===== config.mk =====
export PLATFORM = sky130hd
export DESIGN_NAME = ofvs_divider
export DESIGN_NICKNAME = d
export VERILOG_FILES = /design/src/design/ofvs_pkg.sv /design/src/design/ofvs_divider.sv
export SDC_FILE = /design/constraint.sdc
export NUM_CORES = 2
export LEC_CHECK = 0
export BUFFER_PORTS_ARGS = -buffer_cell sky130_fd_sc_hd__buf_2
export CAP_MARGIN = 10
export CORE_MARGIN = 2
export CORE_UTILIZATION = 64
export DETAILED_ROUTE_END_ITERATION = 7
export GPL_TIMING_DRIVEN = 0
export PLACE_DENSITY = 0.81
export SLEW_MARGIN = 20
export SYNTH_ARGS = -nofsm -noshare
export SYNTH_HDL_FRONTEND = slang
export SYNTH_SLANG_ARGS = --single-unit

===== constraint.sdc =====
create_clock -name clk -period 4.9 [get_ports clk]
set_input_delay 0.49 -clock clk [delete_from_list [all_inputs] [get_ports clk]]
set_output_delay 0.49 -clock clk [all_outputs]
set_load 0.1 [all_outputs]

===== src/design/ofvs_pkg.sv =====
package ofvs_pkg;

  localparam int NUM_W   = 74;  // |X| * height, 54 + 20 bits
  localparam int DEN_W   = 46;  // 1000 * focal * dt
  localparam int Q_W     = 16;  // quotient bits kept by each divider lane
  localparam int DIV_LAT = Q_W + 1;  // range check stage plus one stage per bit
  localparam int FLOW_SCALE = 62500000;
  localparam int DEV_SCALE  = 62500;
  localparam int CFG_AW  = 5;

  typedef enum logic [2:0] {
    ST_OK         = 3'd0,
    ST_FEW_FEAT   = 3'd1,
    ST_NO_TIME    = 3'd2,
    ST_NO_FOCAL   = 3'd3,
    ST_BAD_HEIGHT = 3'd4,
    ST_BAD_SPEED  = 3'd5
  } status_t;

  typedef enum logic [2:0] {
    REG_MIN_FEAT   = 3'd0,
    REG_MIN_HEIGHT = 3'd1,
    REG_MAX_HEIGHT = 3'd2,
    REG_MAX_SPEED  = 3'd3,
    REG_PIX_NOISE  = 3'd4,
    REG_SIGN_MODE  = 3'd5,
    REG_FOCAL_X    = 3'd6,
    REG_FOCAL_Y    = 3'd7
  } reg_idx_t;

  typedef struct packed {
    logic [9:0]         feature_count;
    logic [19:0]        time_step_us;
    logic signed [19:0] flow_u;
    logic signed [19:0] flow_v;
    logic [19:0]        height_mm;
    logic signed [15:0] roll_mrads;
    logic signed [15:0] pitch_mrads;
  } in_beat_t;

  typedef struct packed {
    logic [2:0]         status;
    logic               valid_res;
    logic signed [15:0] left_speed;
    logic signed [15:0] forward_speed;
    logic [15:0]        speed_deviation;
  } out_beat_t;

  typedef struct packed {
    logic [9:0]  min_feature_count;
    logic [19:0] min_height_mm;
    logic [19:0] max_height_mm;
    logic [14:0] max_speed_mmps;
    logic [15:0] pixel_noise;
    logic [1:0]  rate_sign_mode;
    logic [15:0] focal_x;
    logic [15:0] focal_y;
  } cfg_t;

  typedef struct packed {
    logic    valid;
    status_t status;
    logic    neg_u;
    logic    neg_v;
  } side_t;

  typedef struct packed {
    side_t            side;
    logic [NUM_W-1:0] num_u;
    logic [NUM_W-1:0] num_v;
    logic [NUM_W-1:0] num_d;
    logic [DEN_W-1:0] den_u;
    logic [DEN_W-1:0] den_v;
    logic [DEN_W-1:0] den_d;
  } front_t;

endpackage


===== src/design/ofvs_divider.sv =====
module ofvs_divider (
  input  logic                         clk,
  input  logic                         en,
  input  logic [ofvs_pkg::NUM_W-1:0]   num,
  input  logic [ofvs_pkg::DEN_W-1:0]   den,
  output logic [ofvs_pkg::Q_W-1:0]     quo,
  output logic                         sat
);

  logic [ofvs_pkg::NUM_W-1:0] rem_r [0:ofvs_pkg::DIV_LAT-1];
  logic [ofvs_pkg::DEN_W-1:0] den_r [0:ofvs_pkg::DIV_LAT-1];
  logic [ofvs_pkg::Q_W-1:0]   q_r   [0:ofvs_pkg::DIV_LAT-1];
  logic                       sat_r [0:ofvs_pkg::DIV_LAT-1];

  // range check: the quotient overflows Q_W bits
  always_ff @(posedge clk) begin
    if (en) begin
      rem_r[0] <= num;
      den_r[0] <= den;
      q_r[0]   <= '0;
      sat_r[0] <= num >= (ofvs_pkg::NUM_W'(den) << ofvs_pkg::Q_W);
    end
  end

  // one restoring step per stage, most significant quotient bit first
  for (genvar j = 1; j < ofvs_pkg::DIV_LAT; j++) begin : g_step
    localparam int K = ofvs_pkg::Q_W - j;
    logic [ofvs_pkg::NUM_W-1:0] dsh;
    logic                       take;

    always_comb begin
      dsh  = ofvs_pkg::NUM_W'(den_r[j-1]) << K;
      take = rem_r[j-1] >= dsh;
    end

    always_ff @(posedge clk) begin
      if (en) begin
        rem_r[j] <= take ? rem_r[j-1] - dsh : rem_r[j-1];
        den_r[j] <= den_r[j-1];
        q_r[j]   <= q_r[j-1] | (ofvs_pkg::Q_W'(take) << K);
        sat_r[j] <= sat_r[j-1];
      end
    end
  end

  assign quo = q_r[ofvs_pkg::DIV_LAT-1];
  assign sat = sat_r[ofvs_pkg::DIV_LAT-1];

endmodule


==> flow_summary_export.csv <==
group,metric,value,unit
global_route,grt_pass1_vias,95800,
pwr,powerDensity,581,nW/um2
hold_path,min_path_type,"input port to flop",
die,rows,160,
synthesis,synth-edff-count,2073,
clocking,clockBufferDepth,3,
route,wl,351000,um
placed_design,io_buffers,138,
critical_path,critPathLaunchType,"flop",
job,drv_cap,0,
route,avgViaCountPerCell,6.32,
die,design.die.area,194000,um2
final_layout,final_common_cell,"edfxtp_1",
route,drc,0,
global_route,antenna_found_initial,13,
placed_design,dp.final_hpwl,262000,um
die,die_w,440,um
sta,setup_violations,64,
synthesis,synth_cell_type_count,107,
critical_path,end_kind,"flop",
final_layout,num-nets-final,13200,
placed_design,placedCellCount,14400,
synthesis,ys_seq_area_frac,0.512,
sta,finalSetupTns,-3750,ps
die,initial_core_util,0.642,
pwr,power.total,0.0784,W
sta,fin_crit,5070,ps
critical_path,cp.required,5600,ps
sta,hold_ws,325,ps
final_layout,drive_gt1_frac,0.0702,
clocking,root_buffer,"clkbuf_16",
critical_path,worst-endpoint-arrival,5770,ps
critical_path,worst-path-max-fanout,10,
route,vias,94300,
final_layout,area_growth,10.9,%
route,wl_per_cell,23.5,um
synthesis,synth_cells,11700,
global_route,grt_util_all_layers,0.356,
critical_path,critical_path_class,"flop to flop",
synthesis,netlist_area,122000,um2
die,io-pin-count,139,
clocking,htreeDepth,4,
synthesis,yosysTopAreaCell,"edfxtp_1",
synthesis,synth_top_area_share,0.512,
route,antenna_left,0,
synthesis,ys_ff_latch,2073,
synthesis,yosys_warnings,0,
clocking,numClockSinks,2073,
global_route,grt.overflow.total,0,
route,dr.pass1.iters,8,
pwr,p_leak,53.0,nW
synthesis,synthArstFlopShare,0,
placed_design,gp_routability_congestion,1.18,
synthesis,ys_top_cells_by_area,"edfxtp_1 51%, ha_1 8.0%, a21oi_1 4.8%",
sta,worst_pin_slew,1240,ps
clocking,cts_made_buffers,213,
pwr,ir_drop,0.361,mV
outcome,violations,"setup timing",
outcome,status,"finished, violations left",
clocking,path_clk_slew,80,ps
final_layout,fin_area,135000,um2
synthesis,synth_flop_cell,"edfxtp_1",
synthesis,synth_nets,12600,
final_layout,final_cell_mix,"2073 x edfxtp_1, 1156 x a21oi_1, 1009 x inv_1, 966 x nand2_1, 867 x nor2_1",
route,drt_iter0_markers,8469,
global_route,grt_pass1_wl,528000,um
placed_design,place_area,126000,um2
sta,hold_viol_final,0,
sta,period_share,1.04,
sta,slew_headroom,0.171,
clocking,tritoncts,"done",
sta,fin_ws,-172,ps
clocking,clk_latency,900,ps
sta,timing.fmax,197,MHz
sta,drv_slew,0,
final_layout,instances_no_fill,14900,
synthesis,syn_area_per_cell,10.4,um2
global_route,grt_max_degree,168,
die,die_y,440,um
final_layout,final.fill_count,12900,
die,fp.coreArea,190000,um2
sta,skew,54.1,ps
[cells in the mapped netlist (all sizes together) (104+ instances only)]
| master | instances |
|---|---|
| nand2b | 119 |
| nor2 | 869 |
| edfxtp | 2073 |
| ha | 782 |
| o21bai | 138 |
| clkbuf | 346 |
| nor4 | 134 |
| nor3 | 241 |
| nand4 | 267 |
| xor2 | 422 |
| a21oi | 1162 |
| a31oi | 104 |
| a21o | 387 |
| o21ai | 771 |
| xnor2 | 505 |
| inv | 1014 |
| nand2 | 966 |
| nand3 | 182 |
[routing by layer]
| metal | track usage | wire length [um] | vias up |
|---|---|---|---|
| met5 | 0 | 0 | - |
| met3 | 0.0386 | 17600 | 1603 |
| met4 | 0.329 | 38800 | 0 |
| met1 | 0.323 | 109000 | 44000 |
| li1 | - | - | 43800 |
| met2 | 0.681 | 185000 | 4932 |
[layout make-up]
| class | count | area, um2 | share of cell area |
|---|---|---|---|
| sequential | 2073 | 62200 | 0.461 |
| multi-input combinational | 8200 | 54400 | 0.403 |
| clock buffer | 249 | 5470 | 0.0405 |
| inverter | 1014 | 3810 | 0.0282 |
| tap | 2511 | 3140 | 0.0233 |
| timing repair buffer | 309 | 2630 | 0.0195 |
| buffer | 425 | 1840 | 0.0136 |
| clock inverter | 143 | 1490 | 0.0111 |
| antenna | 6 | 15.0 | 0.000111 |
[path summary, 6_finish.rpt]
kind	start	end	slack, ps	cells past startpoint
min	num[10]	rem_r[0][10]	330	2
max	rem_r[0][1091]	rem_r[0][1156]	-170	12
min reg2reg	q_r[0][230]	q_r[0][246]	410	0
max reg2reg	rem_r[0][1091]	rem_r[0][1156]	-170	12
[where the power goes]
part	switching, W	total [W]	internal, W
clock	0.00708	0.0162	0.00909
sequential	0.00251	0.0278	0.0253
combinational	0.0213	0.0345	0.0131
[sequential cells by signal (all words and copies together) (netlist names)]
| register | cells |
|---|---|
| q_r | 136 |
| den_r | 736 |
| sat_r | 17 |
| rem_r | 1184 |
[repair_timing]
action | 4_1_cts | 5_1_grt
resized for setup | 78 | 63
hold buffers | 121 | 0
pin swaps | 7 | 9
setup endpoints to repair | 635 | 725
buffers inserted | 8 | 13
gates cloned | 0 | 2
endpoints found under the hold margin | 134 | 0
[kinds of logic (layout without fill, tap and decap cells)]
group | Yosys count | in the layout | share of synthesized area
xor+xnor | 927 | 927 | 0.0668
fa+ha+maj | 797 | 797 | 0.0829
flops | 2073 | 2073 | 0.512
simple gates | 3283 | 3283 | 0.130
compound gates | 3099 | 3099 | 0.154
other cells | 0 | 6 | 0
buf+inv | 1446 | 2140 | 0.0457
mux | 94 | 94 | 0.00869
[stage by stage]
| step | util | setup slack, ps |
|---|---|---|
| 2_1_floorplan | - | 1100 |
| 3_3_place_gp | 0.662 | -26910 |
| 3_5_place_dp | 0.665 | -1280 |
| 4_1_cts | 0.710 | 6.37 |
| 5_1_grt | 0.712 | -327 |
| 6_report | 0.712 | -172 |
[worst max-delay path, cell delays in order (launching register included)]
cell      delay (ps)
edfxtp_1         450
or3_1            420
or3_1            360
clkbuf_1         190
nor2_1           490
nor4b_1          670
o211ai_1         210
a31oi_1          470
buf_2            520
buf_2            340
buf_2            450
nand2_1          160
o21ai_0          130
No activity file was read; power rests on OpenSTA's default activity.
