$ cat src/design/ofvs_pkg.sv
package ofvs_pkg;

  localparam int NUM_W   = 74;  // |X| * height, 54 + 20 bits
  localparam int DEN_W   = 46;  // 1000 * focal * dt
  localparam int Q_W     = 16;  // quotient bits kept by each divider lane
  localparam int DIV_LAT = Q_W + 1;  // range check stage plus one stage per bit
  localparam int FLOW_SCALE = 62500000;
  localparam int DEV_SCALE  = 62500;
  localparam int CFG_AW  = 5;

  typedef enum logic [2:0] {
    ST_OK         = 3'd0,
    ST_FEW_FEAT   = 3'd1,
    ST_NO_TIME    = 3'd2,
    ST_NO_FOCAL   = 3'd3,
    ST_BAD_HEIGHT = 3'd4,
    ST_BAD_SPEED  = 3'd5
  } status_t;

  typedef enum logic [2:0] {
    REG_MIN_FEAT   = 3'd0,
    REG_MIN_HEIGHT = 3'd1,
    REG_MAX_HEIGHT = 3'd2,
    REG_MAX_SPEED  = 3'd3,
    REG_PIX_NOISE  = 3'd4,
    REG_SIGN_MODE  = 3'd5,
    REG_FOCAL_X    = 3'd6,
    REG_FOCAL_Y    = 3'd7
  } reg_idx_t;

  typedef struct packed {
    logic [9:0]         feature_count;
    logic [19:0]        time_step_us;
    logic signed [19:0] flow_u;
    logic signed [19:0] flow_v;
    logic [19:0]        height_mm;
    logic signed [15:0] roll_mrads;
    logic signed [15:0] pitch_mrads;
  } in_beat_t;

  typedef struct packed {
    logic [2:0]         status;
    logic               valid_res;
    logic signed [15:0] left_speed;
    logic signed [15:0] forward_speed;
    logic [15:0]        speed_deviation;
  } out_beat_t;

  typedef struct packed {
    logic [9:0]  min_feature_count;
    logic [19:0] min_height_mm;
    logic [19:0] max_height_mm;
    logic [14:0] max_speed_mmps;
    logic [15:0] pixel_noise;
    logic [1:0]  rate_sign_mode;
    logic [15:0] focal_x;
    logic [15:0] focal_y;
  } cfg_t;

  typedef struct packed {
    logic    valid;
    status_t status;
    logic    neg_u;
    logic    neg_v;
  } side_t;

  typedef struct packed {
    side_t            side;
    logic [NUM_W-1:0] num_u;
    logic [NUM_W-1:0] num_v;
    logic [NUM_W-1:0] num_d;
    logic [DEN_W-1:0] den_u;
    logic [DEN_W-1:0] den_v;
    logic [DEN_W-1:0] den_d;
  } front_t;

endpackage

$ cat src/design/ofvs_back.sv
module ofvs_back (
  input  logic                     clk,
  input  logic                     rst_n,
  input  logic                     en,
  input  ofvs_pkg::side_t          side,
  input  logic [ofvs_pkg::Q_W-1:0] q_u,
  input  logic                     sat_u,
  input  logic [ofvs_pkg::Q_W-1:0] q_v,
  input  logic                     sat_v,
  input  logic [ofvs_pkg::Q_W-1:0] q_d,
  input  logic                     sat_d,
  input  logic [14:0]              max_speed,
  output logic                     out_valid,
  output ofvs_pkg::out_beat_t      out_beat
);

  // stage G: signed speeds and saturated deviation
  logic               vg_r, bigg_r;
  ofvs_pkg::status_t  stg_r;
  logic signed [15:0] leftg_r, fwdg_r;
  logic [14:0]        magg_u_r, magg_v_r;
  logic [15:0]        devg_r;

  always_ff @(posedge clk) begin
    if (!rst_n) begin
      vg_r <= 1'b0;
    end else if (en) begin
      vg_r <= side.valid;
    end
  end

  always_ff @(posedge clk) begin
    if (en) begin
      stg_r    <= side.status;
      bigg_r   <= sat_u || q_u[15] || sat_v || q_v[15];
      leftg_r  <= side.neg_u ? -$signed({1'b0, q_u[14:0]}) : $signed({1'b0, q_u[14:0]});
      fwdg_r   <= side.neg_v ? -$signed({1'b0, q_v[14:0]}) : $signed({1'b0, q_v[14:0]});
      magg_u_r <= q_u[14:0];
      magg_v_r <= q_v[14:0];
      devg_r   <= sat_d ? 16'hFFFF : q_d;
    end
  end

  // stage H: squared magnitudes
  logic               vh_r, bigh_r;
  ofvs_pkg::status_t  sth_r;
  logic signed [15:0] lefth_r, fwdh_r;
  logic [29:0]        sqh_u_r, sqh_v_r, sqh_max_r;
  logic [15:0]        devh_r;

  always_ff @(posedge clk) begin
    if (!rst_n) begin
      vh_r <= 1'b0;
    end else if (en) begin
      vh_r <= vg_r;
    end
  end

  always_ff @(posedge clk) begin
    if (en) begin
      sth_r     <= stg_r;
      bigh_r    <= bigg_r;
      lefth_r   <= leftg_r;
      fwdh_r    <= fwdg_r;
      sqh_u_r   <= 30'(magg_u_r) * 30'(magg_u_r);
      sqh_v_r   <= 30'(magg_v_r) * 30'(magg_v_r);
      sqh_max_r <= 30'(max_speed) * 30'(max_speed);
      devh_r    <= devg_r;
    end
  end

  // output register: final status and zeroing of rejected beats
  logic                out_valid_r;
  ofvs_pkg::out_beat_t out_beat_r, out_nxt;
  logic                fast;

  always_comb begin
    fast    = (31'(sqh_u_r) + 31'(sqh_v_r)) > 31'(sqh_max_r);
    out_nxt = '0;
    if (sth_r != ofvs_pkg::ST_OK) begin
      out_nxt.status = sth_r;
    end else if (bigh_r || fast) begin
      out_nxt.status = ofvs_pkg::ST_BAD_SPEED;
    end else begin
      out_nxt.status          = ofvs_pkg::ST_OK;
      out_nxt.valid_res       = 1'b1;
      out_nxt.left_speed      = lefth_r;
      out_nxt.forward_speed   = fwdh_r;
      out_nxt.speed_deviation = devh_r;
    end
  end

  always_ff @(posedge clk) begin
    if (!rst_n) begin
      out_valid_r <= 1'b0;
    end else if (en) begin
      out_valid_r <= vh_r;
    end
  end

  always_ff @(posedge clk) begin
    if (en) begin
      out_beat_r <= out_nxt;
    end
  end

  assign out_valid = out_valid_r;
  assign out_beat  = out_beat_r;

endmodule

$ cat config.mk
export PLATFORM = sky130hd
export DESIGN_NAME = ofvs_back
export DESIGN_NICKNAME = d
export VERILOG_FILES = /design/src/design/ofvs_pkg.sv /design/src/design/ofvs_back.sv
export SDC_FILE = /design/constraint.sdc
export NUM_CORES = 1
export LEC_CHECK = 0
export ABC_CLOCK_PERIOD_IN_PS = 20600
export BUFFER_PORTS_ARGS = -buffer_cell sky130_fd_sc_hd__buf_4
export CAP_MARGIN = 5
export CORE_ASPECT_RATIO = 2
export CORE_UTILIZATION = 45
export CTS_CLUSTER_DIAMETER = 30
export DETAILED_ROUTE_END_ITERATION = 8
export PLACE_DENSITY = 0.6
export SETUP_SLACK_MARGIN = 0.4
export SLEW_MARGIN = 20
export SYNTH_ARGS = -nofsm -noshare
export SYNTH_HDL_FRONTEND = slang
export SYNTH_SLANG_ARGS = --single-unit
$ cat constraint.sdc
create_clock -name clk -period 20.6 [get_ports clk]
set_clock_uncertainty 0.1 [all_clocks]
set_input_delay 3.09 -clock clk [delete_from_list [all_inputs] [get_ports clk]]
set_output_delay 3.09 -clock clk [all_outputs]
set_load 0.05 [all_outputs]
==> results.json, run 1 <==
{
  "syn-num-nets": 3599,
  "drive_above_1_share_pct": 8.18,
  "viasPerCell": 5.01,
  "final_core_utilization_pct": 50.7,
  "reg2reg_to": "sqh_u_r[28]",
  "synthesis.area_sq_um": 29500,
  "numPortBuffers": 127,
  "post-synth-top-count-cell": "inv_1",
  "antenna_found_initial": 0,
  "drv_cap": 0,
  "relSlewSlack_pct": 37.0,
  "netlist_instances": 2778,
  "start_kind": "input port",
  "nFillCells": 5930,
  "vias": 19000,
  "grt_pass1_wl_um": 103000,
  "finalHoldViolations": 0,
  "hpwl_um": 52400,
  "min_period_ns": 9.33,
  "multi_input_area_sq_um": 18700,
  "crit_path_top_delay_cell": "fa_1",
  "cts-htree-levels": 2,
  "ff2ff_path_depth": 22,
  "worstSkewPairLatency_ns": 0.56,
  "async_flop_share_pct": 0,
  "slew_violations": 0,
  "grt_pass1_vias": 21300,
  "grt_usage_pct": 19.9,
  "dieWidth_um": 183,
  "synth_top_area_cell": "fa_1",
  "die_h_um": 364,
  "wl_per_cell_um": 16.7,
  "cts_made_buffers": 39,
  "postPlaceCellArea_sq_um": 31400,
  "finalSetupTns_ns": 0,
  "rrSetupSlack_ns": 13.40,
  "fin_nets": 3713,
  "synth_top_area_share_pct": 27.6,
  "path_clk_slew_ns": 0.07,
  "drt_iter0_drc": 691,
  "r2r_start": "magg_u_r[1]",
  "synth-seq-cells": 272,
  "hp-start": "leftg_r[11]",
  "postCtsSetupBuffers": 0,
  "first_pass_iters": 5,
  "fmax_mhz": 107,
  "diodes": 0,
  "finalCritPeriodShare_pct": 45.3,
  "synth_edf_count": 269,
  "max_stage_delay_ns": 0.55,
  "worst_setup_path_end_kind": "flip-flop",
  "holdCritPathClass": "flip-flop to flip-flop",
  "status": "complete, no violations",
  "hold_buffers": 0,
  "rows": 132,
  "path_cells": "buf_4 -> and2_1 -> fa_1 -> inv_1 -> fa_1 -> inv_1 -> fa_1 -> inv_1 -> fa_1 -> inv_1 -> fa_1 -> inv_1 -> fa_1 -> inv_1 -> ha_1 -> o21ai_0 -> a32oi_1 -> a31oi_1 -> o21ai_0 -> a41oi_1 -> o31ai_1 -> a221o_1 -> a21oi_1 -> xnor2_1",
  "grt.overflow.total": 0,
  "holdPathEnd": "lefth_r[11]",
  "finalSetupViolCount": 0,
  "hold_depth": 0,
  "cp.required_ns": 20.80,
  "fin_area_sq_um": 32800,
  "place_congestion": 0.875,
  "root_buffer": "clkbuf_16",
  "worstSetupPathType": "input port to flip-flop",
  "tightestPinTransition_ns": 0.945,
  "wl_um": 63300,
  "startpoint": "max_speed[8]",
  "cts_resized": 0,
  "synth_commonest_cells": "656 x inv_1, 407 x fa_1, 339 x ha_1, 269 x edfxtp_1, 235 x nand2_1",
  "fin_cells": 3794,
  "core-area_sq_um": 64700,
  "cts_tree": "done",
  "avgSynthCellArea_sq_um": 10.6,
  "synth_warnings": 0,
  "rsz0062_at_grt": "false",
  "detail-route-antenna-nets": 0,
  "clk_path_buf_depth": 3,
  "syn_to_final_growth_pct": 11.2,
  "critical_path_arrival_ns": 9.53,
  "seqCellArea_sq_um": 8140,
  "crit_path_max_fanout": 15,
  "floorplan.initialDensity_pct": 45.6,
  "dp_cells": 3722,
  "cts_sinks": 272,
  "fp.dieArea_sq_um": 66700,
  "grt_max_degree": 89,
  "yosys_most_used_dff": "edfxtp_1",
  "post-route-drc-count": 0,
  "synthTopCellsByArea": "fa_1 28%, edfxtp_1 27%, ha_1 14%",
  "io_pins": 128,
  "synth_seq_area_share_pct": 27.6,
  "synth_cell_types": 62
}
==> through the flow <==
| stage | setup slack (ns) | hold WS, ns |
|---|---|---|
| after floorplan | 11.53 | 0.300 |
| after global placement | 10.82 | 0.300 |
| final | 11.27 | 0.312 |
| after global routing | 10.98 | 0.322 |
| after detailed placement | 10.74 | 0.305 |
| after CTS | 11.31 | 0.313 |
==> layer usage <==
layer	vias up	wire length, um	GRT usage (%)
met5	-	0	0
met3	163	1510	1.73
met4	0	3480	10.6
met1	9500	21800	19.5
met2	332	36500	40.0
li1	9027	-	-
==> cells in the final DEF, fill, tap and decap left out, drive strengths merged, types with 17 or more instances in the layout <==
cell,n
nand3,17
fa,407
edfxtp,269
inv,668
nor2b,29
xnor2,117
buf,133
or2,25
ha,339
and2,160
nor2,69
o21ai,45
xor2,39
a21o,52
clkbuf,40
a21oi,78
nand2,235
==> critical path, delay by kind of cell <==
kind	cells	cell delay (ns)
AOI/OAI and AO/OA	8	2.17
adders and majority gates	7	3.43
and+or+nand+nor	1	0.20
buffers and inverters	7	0.50
xor gates and xnor gates	1	0.12
==> worst max-delay path by stage <==
stage | to | slack [ns] | cells past startpoint
after floorplan | sqh_max_r[29] | 11.53 | 24
after global placement | sqh_max_r[29] | 10.82 | 24
after detailed placement | sqh_max_r[29] | 10.74 | 24
after CTS | sqh_max_r[29] | 11.31 | 24
after global routing | sqh_max_r[29] | 10.98 | 24
final | sqh_max_r[29] | 11.27 | 24
==> logic make-up (layout without fill, tap and decap cells) <==
group	count (synthesis)	after routing	synth area share [%]
compound gates	283	283	6.34
xor+xnor	156	156	4.63
fa+ha+maj	746	746	42.0
buf+inv	716	861	9.17
flops	272	272	27.6
mux	9	9	0.322
simple gates	596	596	10.0
==> registers in the layout, summed over array words and instances, names as in the netlist <==
name,cells
out_beat,52
sqh_max_r,29
sqh_u_r,28
sqh_v_r,28
devg_r,16
devh_r,16
fwdg_r,16
fwdh_r,16
leftg_r,16
lefth_r,16
magg_u_r,14
magg_v_r,14
stg_r,3
sth_r,3
bigg_r,1
bigh_r,1
out_valid,1
vg_r,1
vh_r,1
==> final cells by class <==
cell class / instances / share of cell area (%)
multi-input combinational: 1790 / 56.9
sequential: 272 / 24.8
inverter: 656 / 7.50
tap: 871 / 3.32
timing repair buffer: 133 / 3.08
clock buffer: 40 / 2.99
clock inverter: 32 / 1.41
Power of run 1 is not shown: default switching activity piles up to over one toggle a cycle in this logic, so the estimate is an artifact.
==> run 2: changes to the inputs <==
ABC_CLOCK_PERIOD_IN_PS = 7800   (was 20600)
PLACE_DENSITY = 0.63   (was 0.6)
clock period = 7.8 ns   (was 20.6 ns; I/O delays follow)
==> run 2 against run 1 <==
  * Setup slack lost 10 ns
  * Die area stayed put
  * Routed wire length hardly changed
  * First-iteration DRC count decreased by 18%
  * Count of clock-buffer cells in the layout up 2
  * Sequential cell count unchanged
  * Critical path depth is 1 higher
  * Worst hold slack improved by 0.0053 ns
  * Register-to-register slack got worse by 13 ns
  * Final cell count rose by 0.32%
  * Critical path type unchanged
==> results.json, run 2 (same netlist as run 1, synthesis figures left out) <==
{
  "status": "complete, no violations",
  "post-route-drc-count": 0,
  "hpwl_um": 52600,
  "crit_path_max_fanout": 3,
  "drv_cap": 0,
  "cp.required_ns": 8.00,
  "fin_area_sq_um": 32800,
  "io_pins": 128,
  "die_h_um": 364,
  "syn_to_final_growth_pct": 11.1,
  "crit_path_top_delay_cell": "fa_1",
  "finalCritPeriodShare_pct": 89.3,
  "path_delay_family": "adder cells",
  "postCtsSetupBuffers": 0,
  "layout_commonest_cell": "inv_1",
  "cts-htree-levels": 2,
  "tightestPinTransition_ns": 0.902,
  "first_pass_iters": 5,
  "clk_path_buf_depth": 3,
  "place_congestion": 0.904,
  "max_stage_delay_ns": 0.53,
  "grt_pass1_wl_um": 105000,
  "holdCritPathClass": "flip-flop to flip-flop",
  "cts_tree": "done",
  "largest_reg_flops": 52,
  "floorplan.initialDensity_pct": 45.6,
  "worst_setup_path_end_kind": "flip-flop",
  "viasPerCell": 5.02,
  "rsz0062_at_grt": "false",
  "diodes": 0,
  "antenna_found_initial": 0,
  "path_clk_slew_ns": 0.06,
  "fin_cells": 3806,
  "start_kind": "input port",
  "grt_max_degree": 153,
  "vias": 19100,
  "numPortBuffers": 127,
  "fin_nets": 3728,
  "fp.dieArea_sq_um": 66700,
  "detail-route-antenna-nets": 0,
  "root_buffer": "clkbuf_16",
  "min_period_ns": 6.97,
  "cts_sinks": 272,
  "critical_path_arrival_ns": 7.17,
  "nFillCells": 5933,
  "wl_per_cell_um": 16.6,
  "rows": 132,
  "drive_above_1_share_pct": 8.35,
  "path_buf_inv": 8,
  "worstSetupPathType": "input port to flip-flop",
  "postPlaceCellArea_sq_um": 31500,
  "fmax_mhz": 144,
  "slew_violations": 0,
  "finalSetupTns_ns": 0,
  "finalSetupViolCount": 0,
  "core-area_sq_um": 64700,
  "relSlewSlack_pct": 39.9,
  "layout_common_cells": "656 x inv_1, 407 x fa_1, 339 x ha_1",
  "grt.overflow.total": 0,
  "dieWidth_um": 183,
  "worstSkewPairLatency_ns": 0.56,
  "drt_iter0_drc": 564,
  "cts_made_buffers": 37,
  "dp_cells": 3739,
  "grt_pass1_vias": 21900,
  "wl_um": 63300,
  "finalHoldViolations": 0,
  "grt_usage_pct": 20.1
}
## run 2: cell count changes in the layout (fill, tap and decap cells not counted), moves of 2 or more
cell	change
buf_4	+17
inv_6	-5
bufinv_16	-4
clkbuf_1	+4
clkinv_1	+3
clkinv_8	+3
clkinvlp_4	-3
clkbuf_16	-2
clkinv_4	-2
inv_8	-2
## run 2: worst register-to-register path, stage by stage, from the launching register on
cell	delay, ns
edfxtp_1	0.69
nand2_1	0.25
inv_1	0.09
fa_1	0.52
inv_1	0.06
fa_1	0.47
inv_1	0.06
fa_1	0.51
inv_1	0.06
fa_1	0.53
inv_1	0.05
fa_1	0.47
inv_1	0.05
fa_1	0.48
inv_1	0.04
ha_1	0.35
and3_1	0.20
a221oi_1	0.48
or4_1	0.20
o211ai_1	0.17
a221oi_2	0.37
o2111ai_1	0.21
a21oi_1	0.22
xnor2_1	0.08
## run 2: repair_timing
action                     in CTS  in global routing
resized for setup               0                  2
hold endpoints to repair        0                  0
setup endpoints to repair       0                  2
hold buffers                    0                  0
## run 2: final cells by class
cell class / instances / area, sq um / share of cell area, %
clock buffer: 42 / 945 / 2.88
clock inverter: 25 / 337 / 1.03
inverter: 656 / 2460 / 7.51
multi-input combinational: 1790 / 18700 / 57.0
sequential: 272 / 8140 / 24.8
tap: 871 / 1090 / 3.32
timing repair buffer: 150 / 1150 / 3.49
## run 2: worst paths after layout
kind                   endpoint  slack, ns  cells after the start         start
hold reg to reg       fwdh_r[4]       0.32                      0     fwdg_r[4]
hold / removal        fwdh_r[4]       0.32                      0     fwdg_r[4]
setup reg to reg    sqh_v_r[28]       0.85                     23   magg_v_r[6]
setup / recovery  sqh_max_r[29]       0.83                     25  max_speed[8]
## run 2: through the flow
step                      hold slack, ns  util [%]  worst slack [ns]
final                              0.317      50.7             0.834
after global routing               0.316      50.7             0.479
after CTS                          0.313      50.6             0.701
after detailed placement           0.305      48.7             0.184
after global placement             0.301      48.7             0.188
after floorplan                    0.300         -             0.648
## run 2: metal layers
layer  global-route usage (%)  wire length (um)  up-vias
met5                        0                 0        -
met4                     11.3              3580        0
met3                     1.82              1740      181
met2                     40.3             36500      367
met1                     19.5             21400     9518
li1                         -                 -     9023
Power of run 2 is left out for the same reason.
==> run 3: changes to the inputs <==
CORE_UTILIZATION = 40   (was 45)
PLACE_DENSITY = 0.57   (was 0.63)
==> run 3 against run 2 <==
  * Count of clock-buffer cells in the layout is 2 lower
  * Worst hold slack lost 0.0087 ns
  * Non-clock buffer count increased by 7
  * Maximum frequency is 2.3% lower
  * Critical path depth is the same
  * Via count grew 0.17%
  * First-iteration DRC count fell by 0.18%
  * Sequential cell count is the same
  * Critical endpoint unchanged
==> results.json, run 3 (same netlist as run 1, synthesis figures left out) <==
{
  "status": "complete, no violations",
  "postPlaceCellArea_sq_um": 31600,
  "place_congestion": 0.883,
  "core-area_sq_um": 72900,
  "nFillCells": 6877,
  "holdCritPathClass": "flip-flop to flip-flop",
  "grt_pass1_vias": 21700,
  "crit_path_top_delay_cell": "fa_1",
  "largest_reg_flops": 52,
  "diodes": 0,
  "cts_sinks": 272,
  "grt_pass1_wl_um": 107000,
  "grt_max_degree": 153,
  "max_stage_delay_ns": 0.55,
  "vias": 19100,
  "numPortBuffers": 127,
  "layout_commonest_cell": "inv_1",
  "io_pins": 128,
  "cts-htree-levels": 2,
  "cts_made_buffers": 40,
  "dieWidth_um": 194,
  "cp.required_ns": 8.01,
  "wl_per_cell_um": 16.8,
  "worstSetupPathType": "input port to flip-flop",
  "grt_usage_pct": 18.1,
  "drive_above_1_share_pct": 9.02,
  "path_delay_family": "adder cells",
  "worst_setup_path_end_kind": "flip-flop",
  "floorplan.initialDensity_pct": 40.5,
  "antenna_found_initial": 1,
  "rsz0062_at_grt": "false",
  "finalCritPeriodShare_pct": 91.4,
  "detail-route-antenna-nets": 0,
  "worstSkewPairLatency_ns": 0.57,
  "relSlewSlack_pct": 34.3,
  "fin_cells": 3872,
  "root_buffer": "clkbuf_16",
  "finalSetupViolCount": 0,
  "post-route-drc-count": 0,
  "min_period_ns": 7.13,
  "path_buf_inv": 8,
  "hold_buffers": 0,
  "layout_common_cells": "656 x inv_1, 407 x fa_1, 339 x ha_1",
  "slew_violations": 0,
  "viasPerCell": 4.94,
  "crit_path_max_fanout": 4,
  "finalHoldViolations": 0,
  "grt.overflow.total": 0,
  "finalSetupTns_ns": 0,
  "path_clk_slew_ns": 0.06,
  "first_pass_iters": 5,
  "fmax_mhz": 140,
  "syn_to_final_growth_pct": 11.9,
  "fin_area_sq_um": 33000,
  "cts_resized": 0,
  "cts_tree": "done",
  "tightestPinTransition_ns": 0.986,
  "start_kind": "input port",
  "fin_nets": 3738,
  "clk_path_buf_depth": 3,
  "die_h_um": 386,
  "drv_cap": 0,
  "rows": 140,
  "dp_cells": 3795,
  "drt_iter0_drc": 563,
  "hpwl_um": 53600,
  "fp.dieArea_sq_um": 74900,
  "critical_path_arrival_ns": 7.34,
  "wl_um": 65000
}
-- run 3: cell types whose count changed in the layout (fill, tap and decap cells not counted), sizes merged --
cell / delta
clkinv: +1
inv: +6
clkinvlp: +2
clkbuf: -2
buf: +7
-- run 3: repair_timing --
item	4_1_cts	5_1_grt
endpoints found under the hold margin	0	0
setup endpoints to repair	0	2
buffers inserted	0	3
-- run 3: worst paths after layout --
path	from	endpoint	slack, ns	cells past startpoint
worst max-delay path	max_speed[8]	sqh_max_r[29]	0.67	25
worst min-delay path	devg_r[5]	devh_r[5]	0.31	0
worst max register to register	magg_u_r[3]	sqh_u_r[28]	0.80	20
worst min register to register	devg_r[5]	devh_r[5]	0.31	0
-- run 3: through the flow --
step / hold WS [ns] / worst slack, ns / util (%)
after global placement: 0.300 / 0.190 / 43.4
after floorplan: 0.300 / 0.648 / -
final: 0.308 / 0.671 / 45.3
after CTS: 0.301 / 0.646 / 45.3
after detailed placement: 0.305 / 0.0899 / 43.4
after global routing: 0.319 / 0.443 / 45.3
-- run 3: final cells by class --
| class | instances | area (sq um) | area share [%] |
|---|---|---|---|
| well taps | 923 | 1150 | 3.50 |
| inverters | 656 | 2460 | 7.46 |
| clock inverters | 34 | 394 | 1.19 |
| multi-input cells | 1790 | 18700 | 56.5 |
| flip-flops and latches | 272 | 8140 | 24.6 |
| clock buffers | 40 | 1000 | 3.03 |
| repair buffers | 157 | 1200 | 3.63 |
-- run 3: routing by layer --
layer	up-vias	share of wire, %	wire [um]	global-route usage, %
met5	-	0	0	0
met4	0	4.6	2990	8.79
met2	333	58	38000	37.3
met1	9588	35	22500	17.7
li1	9061	-	-	-
met3	139	2.3	1520	1.46
-- run 3: worst reg2reg max path: stages (launching register included) --
cell and delay (ns):
edfxtp_1 0.82, inv_1 0.26, nor2_1 0.18, fa_1 0.43, inv_1 0.12, fa_1 0.42
inv_1 0.08, fa_1 0.44, fa_1 0.47, fa_1 0.52, inv_1 0.05, fa_1 0.47
inv_1 0.04, ha_1 0.33, a2111oi_0 0.48, a31oi_1 0.23, nor2b_1 0.21, o41ai_1 0.61
o2111ai_1 0.21, a21oi_1 0.20, xnor2_1 0.08
Power of run 3 is left out for the same reason.
